===== src/rtl/core/wxc_pkg.sv =====
// shared types, constants and helpers for the weighted xor check byte block
// no dependencies
`timescale 1ns / 1ps

package wxc_pkg;

   localparam int BYTE_W  = 8;
   localparam int MOD_W   = BYTE_W + 1;
   localparam int REQ_W   = 16;
   localparam int RSP_W   = 16;
   localparam int CSR_IDX_W = 3;

   localparam logic [CSR_IDX_W-1:0] CSR_BASIC_MOD = 3'd0;
   localparam logic [CSR_IDX_W-1:0] CSR_SWAP_MOD  = 3'd1;
   localparam logic [CSR_IDX_W-1:0] CSR_INIT_SWAP = 3'd2;
   localparam logic [CSR_IDX_W-1:0] CSR_INIT_SEQ  = 3'd3;
   localparam logic [CSR_IDX_W-1:0] CSR_SEQ_RULE  = 3'd4;

   localparam logic [BYTE_W-1:0] BASIC_MOD_RST = 8'd11;
   localparam logic [BYTE_W-1:0] SWAP_MOD_RST  = 8'd16;
   localparam logic              INIT_SWAP_RST = 1'b0;
   localparam logic [BYTE_W-1:0] INIT_SEQ_RST  = 8'd13;
   localparam logic              SEQ_RULE_RST  = 1'b0;

   typedef struct packed {
      logic [BYTE_W-1:0] basic_mod;
      logic [BYTE_W-1:0] swap_mod;
      logic              init_swap;
      logic [BYTE_W-1:0] init_seq;
      logic              seq_rule;
   } cfg_type;

   typedef struct packed {
      logic [BYTE_W-1:0] expected_check;
      logic              last_byte;
      logic [BYTE_W-1:0] data_byte;
   } item_type;

   // basic modulus of zero counts as 256
   function automatic logic [MOD_W-1:0] eff_mod(input logic [BYTE_W-1:0] m);
      eff_mod = (m == '0) ? {1'b1, {BYTE_W{1'b0}}} : {1'b0, m};
   endfunction

endpackage


===== src/rtl/core/wxc_init_mod.sv =====
// restoring remainder unit: initial sequence modulo basic modulus, one bit a cycle
// depends on wxc_pkg
`timescale 1ns / 1ps

module wxc_init_mod (
   input  logic                       clock,
   input  logic                       reset,
   input  logic                       start,
   input  logic [wxc_pkg::BYTE_W-1:0] dividend,
   input  logic [wxc_pkg::BYTE_W-1:0] modulus,
   output logic                       busy,
   output logic                       done,
   output logic [wxc_pkg::BYTE_W-1:0] result
);
   import wxc_pkg::*;

   logic              busy_ff, busy_in;
   logic              done_ff, done_in;
   logic [2:0]        cnt_ff, cnt_in;
   logic [BYTE_W-1:0] rem_ff, rem_in;
   logic [BYTE_W-1:0] div_ff, div_in;
   logic [MOD_W-1:0]  trial;
   logic [MOD_W-1:0]  m9;
   logic [MOD_W-1:0]  red;

   always_comb begin
      m9    = eff_mod(modulus);
      trial = {rem_ff, div_ff[BYTE_W-1]};
      red   = (trial >= m9) ? (trial - m9) : trial;
      busy_in = busy_ff;
      done_in = 1'b0;
      cnt_in  = cnt_ff;
      rem_in  = rem_ff;
      div_in  = div_ff;
      if (start) begin
         busy_in = 1'b1;
         cnt_in  = 3'd7;
         rem_in  = '0;
         div_in  = dividend;
      end else if (busy_ff) begin
         rem_in = red[BYTE_W-1:0];
         div_in = {div_ff[BYTE_W-2:0], 1'b0};
         cnt_in = cnt_ff - 3'd1;
         if (cnt_ff == 3'd0) begin
            busy_in = 1'b0;
            done_in = 1'b1;
         end
      end
   end

   always_ff @(posedge clock) begin
      if (reset) begin
         busy_ff <= 1'b0;
         done_ff <= 1'b0;
         cnt_ff  <= '0;
      end else begin
         busy_ff <= busy_in;
         done_ff <= done_in;
         cnt_ff  <= cnt_in;
      end
      rem_ff <= rem_in;
      div_ff <= div_in;
   end

   assign busy   = busy_ff;
   assign done   = done_ff;
   assign result = rem_ff;

endmodule


===== src/rtl/core/wxc_core.sv =====
// per-byte update of position residues, swap flag, sequence and check accumulator
// depends on wxc_pkg
`timescale 1ns / 1ps

module wxc_core (
   input  logic                       clock,
   input  logic                       reset,
   input  wxc_pkg::cfg_type           cfg,
   input  logic                       rearm_load,
   input  logic [wxc_pkg::BYTE_W-1:0] rearm_seq,
   input  logic                       item_valid,
   input  wxc_pkg::item_type          item,
   output logic [wxc_pkg::BYTE_W-1:0] check_byte,
   output logic                       check_matches
);
   import wxc_pkg::*;

   logic [BYTE_W-1:0]   pos_basic_ff, pos_basic_in;
   logic [BYTE_W-1:0]   pos_swap_ff, pos_swap_in;
   logic                swap_ff, swap_in;
   logic [BYTE_W-1:0]   seq_ff, seq_in;
   logic [BYTE_W-1:0]   seq_init_ff, seq_init_in;
   logic [BYTE_W-1:0]   acc_ff, acc_in;

   logic [MOD_W-1:0]    m9;
   logic                selected;
   logic [MOD_W-1:0]    weight;
   logic [MOD_W-1:0]    sum9;
   logic [MOD_W-1:0]    seq_red;
   logic [2*BYTE_W-1:0] prod;
   logic [BYTE_W-1:0]   acc_next;
   logic [MOD_W-1:0]    pb_inc;
   logic [MOD_W-1:0]    ps_inc;
   logic [BYTE_W-1:0]   pb_rearm;
   logic [BYTE_W-1:0]   ps_rearm;

   always_comb begin
      m9       = eff_mod(cfg.basic_mod);
      selected = (pos_basic_ff == '0) != swap_ff;
      weight   = cfg.seq_rule ? ({1'b0, seq_ff} + 9'd1)
                              : ({1'b0, seq_ff} + {8'd0, seq_ff[0]} + 9'd1);
      sum9     = selected ? weight
                          : ({1'b0, seq_ff} + (cfg.seq_rule ? 9'd1 : 9'd2));
      // modulus of one keeps the sequence at zero
      seq_red  = (cfg.basic_mod == 8'd1) ? '0 : ((sum9 >= m9) ? (sum9 - m9) : sum9);
      prod     = weight[BYTE_W-1:0] * item.data_byte;
      acc_next = selected ? (acc_ff ^ prod[BYTE_W-1:0]) : acc_ff;
      pb_inc   = {1'b0, pos_basic_ff} + 9'd1;
      ps_inc   = {1'b0, pos_swap_ff} + 9'd1;
      pb_rearm = (cfg.basic_mod == 8'd1) ? 8'd0 : 8'd1;
      ps_rearm = (cfg.swap_mod == 8'd0 || cfg.swap_mod == 8'd1) ? 8'd0 : 8'd1;

      pos_basic_in = pos_basic_ff;
      pos_swap_in  = pos_swap_ff;
      swap_in      = swap_ff;
      seq_in       = seq_ff;
      seq_init_in  = seq_init_ff;
      acc_in       = acc_ff;

      if (rearm_load) begin
         seq_init_in  = rearm_seq;
         pos_basic_in = pb_rearm;
         pos_swap_in  = ps_rearm;
         swap_in      = cfg.init_swap;
         seq_in       = rearm_seq;
         acc_in       = '0;
      end else if (item_valid) begin
         if (item.last_byte) begin
            pos_basic_in = pb_rearm;
            pos_swap_in  = ps_rearm;
            swap_in      = cfg.init_swap;
            seq_in       = seq_init_ff;
            acc_in       = '0;
         end else begin
            pos_basic_in = (pb_inc == m9) ? '0 : pb_inc[BYTE_W-1:0];
            if (cfg.swap_mod != '0) begin
               swap_in     = (pos_swap_ff == '0) ? ~swap_ff : swap_ff;
               pos_swap_in = (ps_inc == {1'b0, cfg.swap_mod}) ? '0 : ps_inc[BYTE_W-1:0];
            end
            seq_in = seq_red[BYTE_W-1:0];
            acc_in = acc_next;
         end
      end
   end

   always_ff @(posedge clock) begin
      if (reset) begin
         pos_basic_ff <= 8'd1;
         pos_swap_ff  <= 8'd1;
         swap_ff      <= INIT_SWAP_RST;
         seq_ff       <= '0;
         seq_init_ff  <= '0;
         acc_ff       <= '0;
      end else begin
         pos_basic_ff <= pos_basic_in;
         pos_swap_ff  <= pos_swap_in;
         swap_ff      <= swap_in;
         seq_ff       <= seq_in;
         seq_init_ff  <= seq_init_in;
         acc_ff       <= acc_in;
      end
   end

   assign check_byte    = acc_next;
   assign check_matches = (acc_next == item.expected_check);

endmodule


===== src/rtl/core/weighted_xor_check_byte.sv =====
// top level: configuration registers, input register, result register
// depends on wxc_pkg, wxc_init_mod, wxc_core
`timescale 1ns / 1ps

// Builds one check byte over each block of data bytes, the block ending with the
// item marked tlast; that item returns the check byte and whether it matches the
// expected byte. One byte is accepted every cycle unless re-arming or a stalled
// result blocks the last byte. Reset and each write to indices 0 to 4 re-arm the
// block: it takes no byte while an 8-step remainder unit reduces the initial
// sequence by the basic modulus; results come from the result register.

module weighted_xor_check_byte (
   input  logic                          clock,
   input  logic                          reset,
   input  logic                          req_tvalid,
   output logic                          req_tready,
   input  logic [wxc_pkg::REQ_W-1:0]     req_tdata,   // data_byte, expected_check
   input  logic                          req_tlast,
   output logic                          rsp_tvalid,
   input  logic                          rsp_tready,
   output logic [wxc_pkg::RSP_W-1:0]     rsp_tdata,   // check_byte, check_matches, zeros
   input  logic                          csr_valid,
   output logic                          csr_ready,
   input  logic [wxc_pkg::CSR_IDX_W-1:0] csr_index,
   input  logic [wxc_pkg::BYTE_W-1:0]    csr_data
);
   import wxc_pkg::*;

   cfg_type           cfg_ff, cfg_in;
   logic              start_ff, start_in;
   logic              s1_valid_ff, s1_valid_in;
   item_type          s1_item_ff, s1_item_in;
   logic              rsp_valid_ff, rsp_valid_in;
   logic [BYTE_W-1:0] rsp_check_ff, rsp_check_in;
   logic              rsp_match_ff, rsp_match_in;

   logic              mod_busy;
   logic              mod_done;
   logic [BYTE_W-1:0] mod_result;
   logic              hold;
   logic              csr_xfer;
   logic              req_xfer;
   logic              s1_fire;
   logic [BYTE_W-1:0] core_check;
   logic              core_match;

   wxc_init_mod u_init_mod (
      .clock    (clock),
      .reset    (reset),
      .start    (start_ff),
      .dividend (cfg_ff.init_seq),
      .modulus  (cfg_ff.basic_mod),
      .busy     (mod_busy),
      .done     (mod_done),
      .result   (mod_result)
   );

   wxc_core u_core (
      .clock         (clock),
      .reset         (reset),
      .cfg           (cfg_ff),
      .rearm_load    (mod_done),
      .rearm_seq     (mod_result),
      .item_valid    (s1_fire),
      .item          (s1_item_ff),
      .check_byte    (core_check),
      .check_matches (core_match)
   );

   always_comb begin
      hold      = start_ff | mod_busy;
      csr_ready = ~hold;
      csr_xfer  = csr_valid & csr_ready;
      s1_fire   = s1_valid_ff & (~s1_item_ff.last_byte | ~rsp_valid_ff | rsp_tready);
      req_tready = ~hold & (~s1_valid_ff | s1_fire);
      req_xfer  = req_tvalid & req_tready;

      cfg_in   = cfg_ff;
      start_in = 1'b0;
      if (csr_xfer) begin
         start_in = 1'b1;
         case (csr_index)
            CSR_BASIC_MOD: cfg_in.basic_mod = csr_data;
            CSR_SWAP_MOD:  cfg_in.swap_mod  = csr_data;
            CSR_INIT_SWAP: cfg_in.init_swap = csr_data[0];
            CSR_INIT_SEQ:  cfg_in.init_seq  = csr_data;
            CSR_SEQ_RULE:  cfg_in.seq_rule  = csr_data[0];
            default:       start_in = 1'b0;
         endcase
      end

      s1_valid_in = req_xfer | (s1_valid_ff & ~s1_fire);
      s1_item_in  = s1_item_ff;
      if (req_xfer) begin
         s1_item_in.data_byte      = req_tdata[BYTE_W-1:0];
         s1_item_in.last_byte      = req_tlast;
         s1_item_in.expected_check = req_tdata[2*BYTE_W-1:BYTE_W];
      end

      rsp_valid_in = rsp_valid_ff & ~rsp_tready;
      rsp_check_in = rsp_check_ff;
      rsp_match_in = rsp_match_ff;
      if (s1_fire & s1_item_ff.last_byte) begin
         rsp_valid_in = 1'b1;
         rsp_check_in = core_check;
         rsp_match_in = core_match;
      end
   end

   always_ff @(posedge clock) begin
      if (reset) begin
         cfg_ff.basic_mod <= BASIC_MOD_RST;
         cfg_ff.swap_mod  <= SWAP_MOD_RST;
         cfg_ff.init_swap <= INIT_SWAP_RST;
         cfg_ff.init_seq  <= INIT_SEQ_RST;
         cfg_ff.seq_rule  <= SEQ_RULE_RST;
         start_ff         <= 1'b1;
         s1_valid_ff      <= 1'b0;
         rsp_valid_ff     <= 1'b0;
      end else begin
         cfg_ff       <= cfg_in;
         start_ff     <= start_in;
         s1_valid_ff  <= s1_valid_in;
         rsp_valid_ff <= rsp_valid_in;
      end
      s1_item_ff   <= s1_item_in;
      rsp_check_ff <= rsp_check_in;
      rsp_match_ff <= rsp_match_in;
   end

   assign rsp_tvalid = rsp_valid_ff;
   assign rsp_tdata  = {{(RSP_W-BYTE_W-1){1'b0}}, rsp_match_ff, rsp_check_ff};

endmodule


===== config.mk =====
export PLATFORM = sky130hd
export DESIGN_NAME = weighted_xor_check_byte
export DESIGN_NICKNAME = d
export VERILOG_FILES = /design/src/rtl/core/wxc_pkg.sv /design/src/rtl/core/wxc_init_mod.sv /design/src/rtl/core/wxc_core.sv /design/src/rtl/core/weighted_xor_check_byte.sv
export SDC_FILE = /design/constraint.sdc
export NUM_CORES = 1
export LEC_CHECK = 0
export CORE_AREA = 10 10 143 145
export DETAILED_ROUTE_END_ITERATION = 6
export DIE_AREA = 0 0 153 155
export DONT_BUFFER_PORTS = 1
export SKIP_LAST_GASP = 1
export SLEW_MARGIN = 10
export SYNTH_ARGS = -nofsm -noshare
export SYNTH_HDL_FRONTEND = slang
export SYNTH_SLANG_ARGS = --single-unit

===== constraint.sdc =====
create_clock -name clock -period 9.25 [get_ports clock]
set_clock_uncertainty 0.15 [all_clocks]
set_input_delay 0.925 -clock clock [delete_from_list [all_inputs] [get_ports clock]]
set_output_delay 0.925 -clock clock [all_outputs]
set_load 0.1 [all_outputs]

==> summary.md <==
| Metric | Value |
|---|---|
| Outcome | `complete, no violations` |
| Crit Path Category | `reg -> reg` |
| Sequential fraction of the synthesis area | `34.7%` |
| Core region area | `0.0177 sq mm` |
| Comb pwr share | `21.1%` |
| Worst r2r path cells | `16` |
| Gate Count Post-Synth | `868` |
| CTS buffer count | `17` |
| Ys flop type | `dfxtp_1` |
| Initial DRT Pass Iterations | `5` |
| Yosys reg bits | `117` |
| WHS Endpoint | `cfg_ff[1]` |
| Clk pwr share | `41.5%` |
| Via count of the routed design | `5847` |
| RSZ-0062 raised after global routing | `false` |
| Gr usage total | `15.7%` |
| WP data arrival | `5.60 ns` |
| Initial antenna violation count | `0` |
| I/O Buffers | `0` |
| Grt total ovfl | `0` |
| Global routing's busiest layer | `met2` |
| Reg-to-reg slack, setup | `3.68 ns` |
| Routed WL per cell | `16.6 microns` |
| Largest net degree at the start of global routing | `70` |
| Final min period | `5.57 ns` |
| GP Congestion | `0.836` |
| TritonCTS clock tree | `done` |
| Max IR drop VDD | `0.000154 V` |
| Filler cell count | `1753` |
| First-pass GRT wire length | `30600 microns` |
| Root Buffer | `clkbuf_16` |
| Initial drt markers | `278` |
| Vias in the first global route | `5893` |
| Async S/R FF share, synth | `0%` |
| Ports | `52` |
| Switching Share | `29.7%` |
| Area grow syn2layout | `9.13%` |
| Most frequent cells in the layout | `104 x nor2_1, 83 x dfxtp_1, 66 x nand2_1` |
| Post-synth EDFFs | `34` |
| Drt drc | `0` |
| Full die area | `0.0237 sq mm` |
| Commonest non-fill, non-tap cell in the layout | `nor2_1` |
| Tcrit/Tclk final | `60.2%` |
| Worst Tran Pin Value | `0.967 ns` |
| Post_cts resized | `0` |
| PwrDens | `184 mW/mm^2` |
| Internal | `1.09 mW` |
| Setup TNS | `0 ns` |
| Clk Latency, worst-skew pair | `0.43 ns` |
| FF-to-FF Start | `u_core.seq_ff[1]` |
| GRT met2 Usage | `25.4%` |
| Starting Density | `43.8%` |
| P_sw | `459 uW` |
| Final WL | `18200 microns` |
| DR vias/cell | `5.35` |
| R2r endpoint | `rsp_match_ff` |
| Average cell area after synthesis | `8.90 sq um` |
| Max Fclk | `179 MHz` |
| Hold depth | `1` |
| Worst endpoint required time | `9.27 ns` |
| Max Slew Vio Count | `0` |
| Dpl hpwl | `13000 microns` |
| Slew headroom | `35.4%` |
| TritonCTS Sinks | `117` |
| M3 GR Usage | `3.67%` |
| Fin nets | `942` |
| Syn Std Cell Area | `0.00773 sq mm` |
| ANT cells | `0` |
| Final cell utilization of the core | `47.8%` |
| Yosys cell types | `75` |
| Critical path launch point type | `register` |
| GR Util met1 | `20.2%` |
| CP endpoint kind | `register` |
| H-tree depth | `4` |
| Critical-path maximum fanout | `6` |
| Setup Viol. Count Final | `0` |
| Clk pin slew, worst setup/hold paths | `0.06 ns` |
| Die Wd | `153 microns` |
| HP Class | `reg -> reg` |
| Seq pwr share | `37.4%` |
| Cell Rows | `49` |
| Max Cap Viol | `0` |
| CTS Buffer Depth | `2` |
| Yosys warnings | `0` |
| Post-CTS setup buffers | `0` |
| Final hold slack | `0.302 ns` |
| Hold path startpoint | `cfg_ff[1]` |
| Fin. Hold Viols | `0` |
| CTS Hold Bufs | `0` |
| DIE HEIGHT | `155 microns` |
| Layout cells sized above 1 | `7.29%` |
| DRT antenna net count | `0` |
| Static Leakage | `3.46 nW` |
final cells by class:
cell class | instances | area [sq um] | area share [%]
clock buffer | 21 | 472 | 5.59
clock inverter | 11 | 96.3 | 1.14
inverter | 64 | 240 | 2.85
multi-input combinational | 646 | 4620 | 54.8
sequential | 117 | 2680 | 31.8
tap | 229 | 287 | 3.40
timing repair buffer | 5 | 37.5 | 0.445
cells in the mapped netlist (4+ instances only):
cell / n / share of area (%)
nor2_1: 105 / 5.1
nand2_1: 66 / 3.2
o21ai_1: 4 / 0.26
fa_1: 15 / 3.9
nand3_1: 16 / 1.0
o21ai_0: 27 / 1.7
or3_1: 8 / 0.65
xor2_1: 23 / 2.6
or2_2: 5 / 0.40
a21oi_1: 53 / 3.4
nor3_1: 10 / 0.65
edfxtp_1: 34 / 13
inv_1: 64 / 3.1
and3_1: 8 / 0.65
a211o_1: 8 / 0.91
a31oi_1: 8 / 0.65
and2_1: 14 / 1.1
a21o_1: 8 / 0.78
xnor2_1: 40 / 4.5
nand4_1: 4 / 0.32
ha_1: 43 / 7.0
a221oi_1: 6 / 0.68
nand2b_1: 12 / 0.97
mux2i_1: 41 / 5.3
nand3b_1: 8 / 0.78
a311oi_1: 6 / 0.68
a22oi_1: 4 / 0.39
buf_1: 6 / 0.29
dfxtp_1: 83 / 22
mux2_2: 8 / 1.2
clkbuf_1: 28 / 1.4
nor2b_1: 21 / 1.7
a211oi_1: 9 / 0.87
buf_4: 10 / 0.97
state kept, by name, summed over array words and instances (netlist names):
signal	count
cfg_ff	26
rsp_check_ff	8
rsp_match_ff	1
rsp_tvalid	1
s1_item_ff	17
s1_valid_ff	1
start_ff	1
u_core.acc_ff	8
u_core.pos_basic_ff	8
u_core.pos_swap_ff	8
u_core.seq_ff	8
u_core.seq_init_ff	8
u_core.swap_ff	1
u_init_mod.busy	1
u_init_mod.cnt_ff	3
u_init_mod.div_ff	8
u_init_mod.done	1
u_init_mod.result	8
per-stage QoR:
step	cells	total power [mW]	setup slack (ns)	instance area [sq um]
2_1_floorplan	874	0.858	4.02	7750
3_3_place_gp	1061	0.913	3.75	7870
3_5_place_dp	1061	0.916	3.65	7870
4_1_cts	1093	1.56	3.63	8430
5_1_grt	1093	1.63	3.33	8430
6_report	1093	1.55	3.68	8430
metal layers:
layer / part of all wire [%] / vias up
li1: - / 2964
met1: 49 / 2773
met2: 46 / 98
met3: 4.2 / 12
met4: 0.82 / 0
met5: 0 / -
how the worst max path moves through the flow:
stage                   endpoint  depth (start not counted)              from
floorplan           rsp_match_ff                         16  u_core.seq_ff[1]
global placement    rsp_match_ff                         16  u_core.seq_ff[1]
detailed placement  rsp_match_ff                         16  u_core.seq_ff[1]
CTS                 rsp_match_ff                         16  u_core.seq_ff[1]
global route        rsp_match_ff                         16  u_core.seq_ff[1]
finish              rsp_match_ff                         16  u_core.seq_ff[1]
worst max-delay path, cell delays in order, from the launching register on:
cell      delay, ns
dfxtp_1        0.41
ha_1           0.26
xor2_1         0.36
nand2_1        0.14
fa_1           0.43
fa_1           0.57
fa_1           0.44
fa_1           0.55
inv_1          0.04
ha_1           0.31
a21oi_1        0.16
xnor2_1        0.14
xnor3_1        0.40
xor3_1         0.39
nand2_1        0.14
xor3_1         0.22
and4bb_1       0.19
kinds of logic after synthesis:
kind of cell | Yosys count | share of synthesized area (%)
simple gates | 294 | 18.7
compound gates | 168 | 14.3
buf+inv | 111 | 5.93
mux | 49 | 6.48
fa+ha+maj | 58 | 10.8
other cells | 1 | 0.0485
flops | 117 | 34.7
xor+xnor | 70 | 9.05
power by group through the flow:
stage | clock network [mW] | registers (mW) | logic (mW)
finish | 0.641 | 0.579 | 0.327
detailed placement | 0 | 0.590 | 0.326
CTS | 0.654 | 0.579 | 0.330
floorplan | 0 | 0.576 | 0.282
global placement | 0 | 0.590 | 0.323
global route | 0.681 | 0.583 | 0.369
No activity file was read; power rests on OpenSTA's default activity.
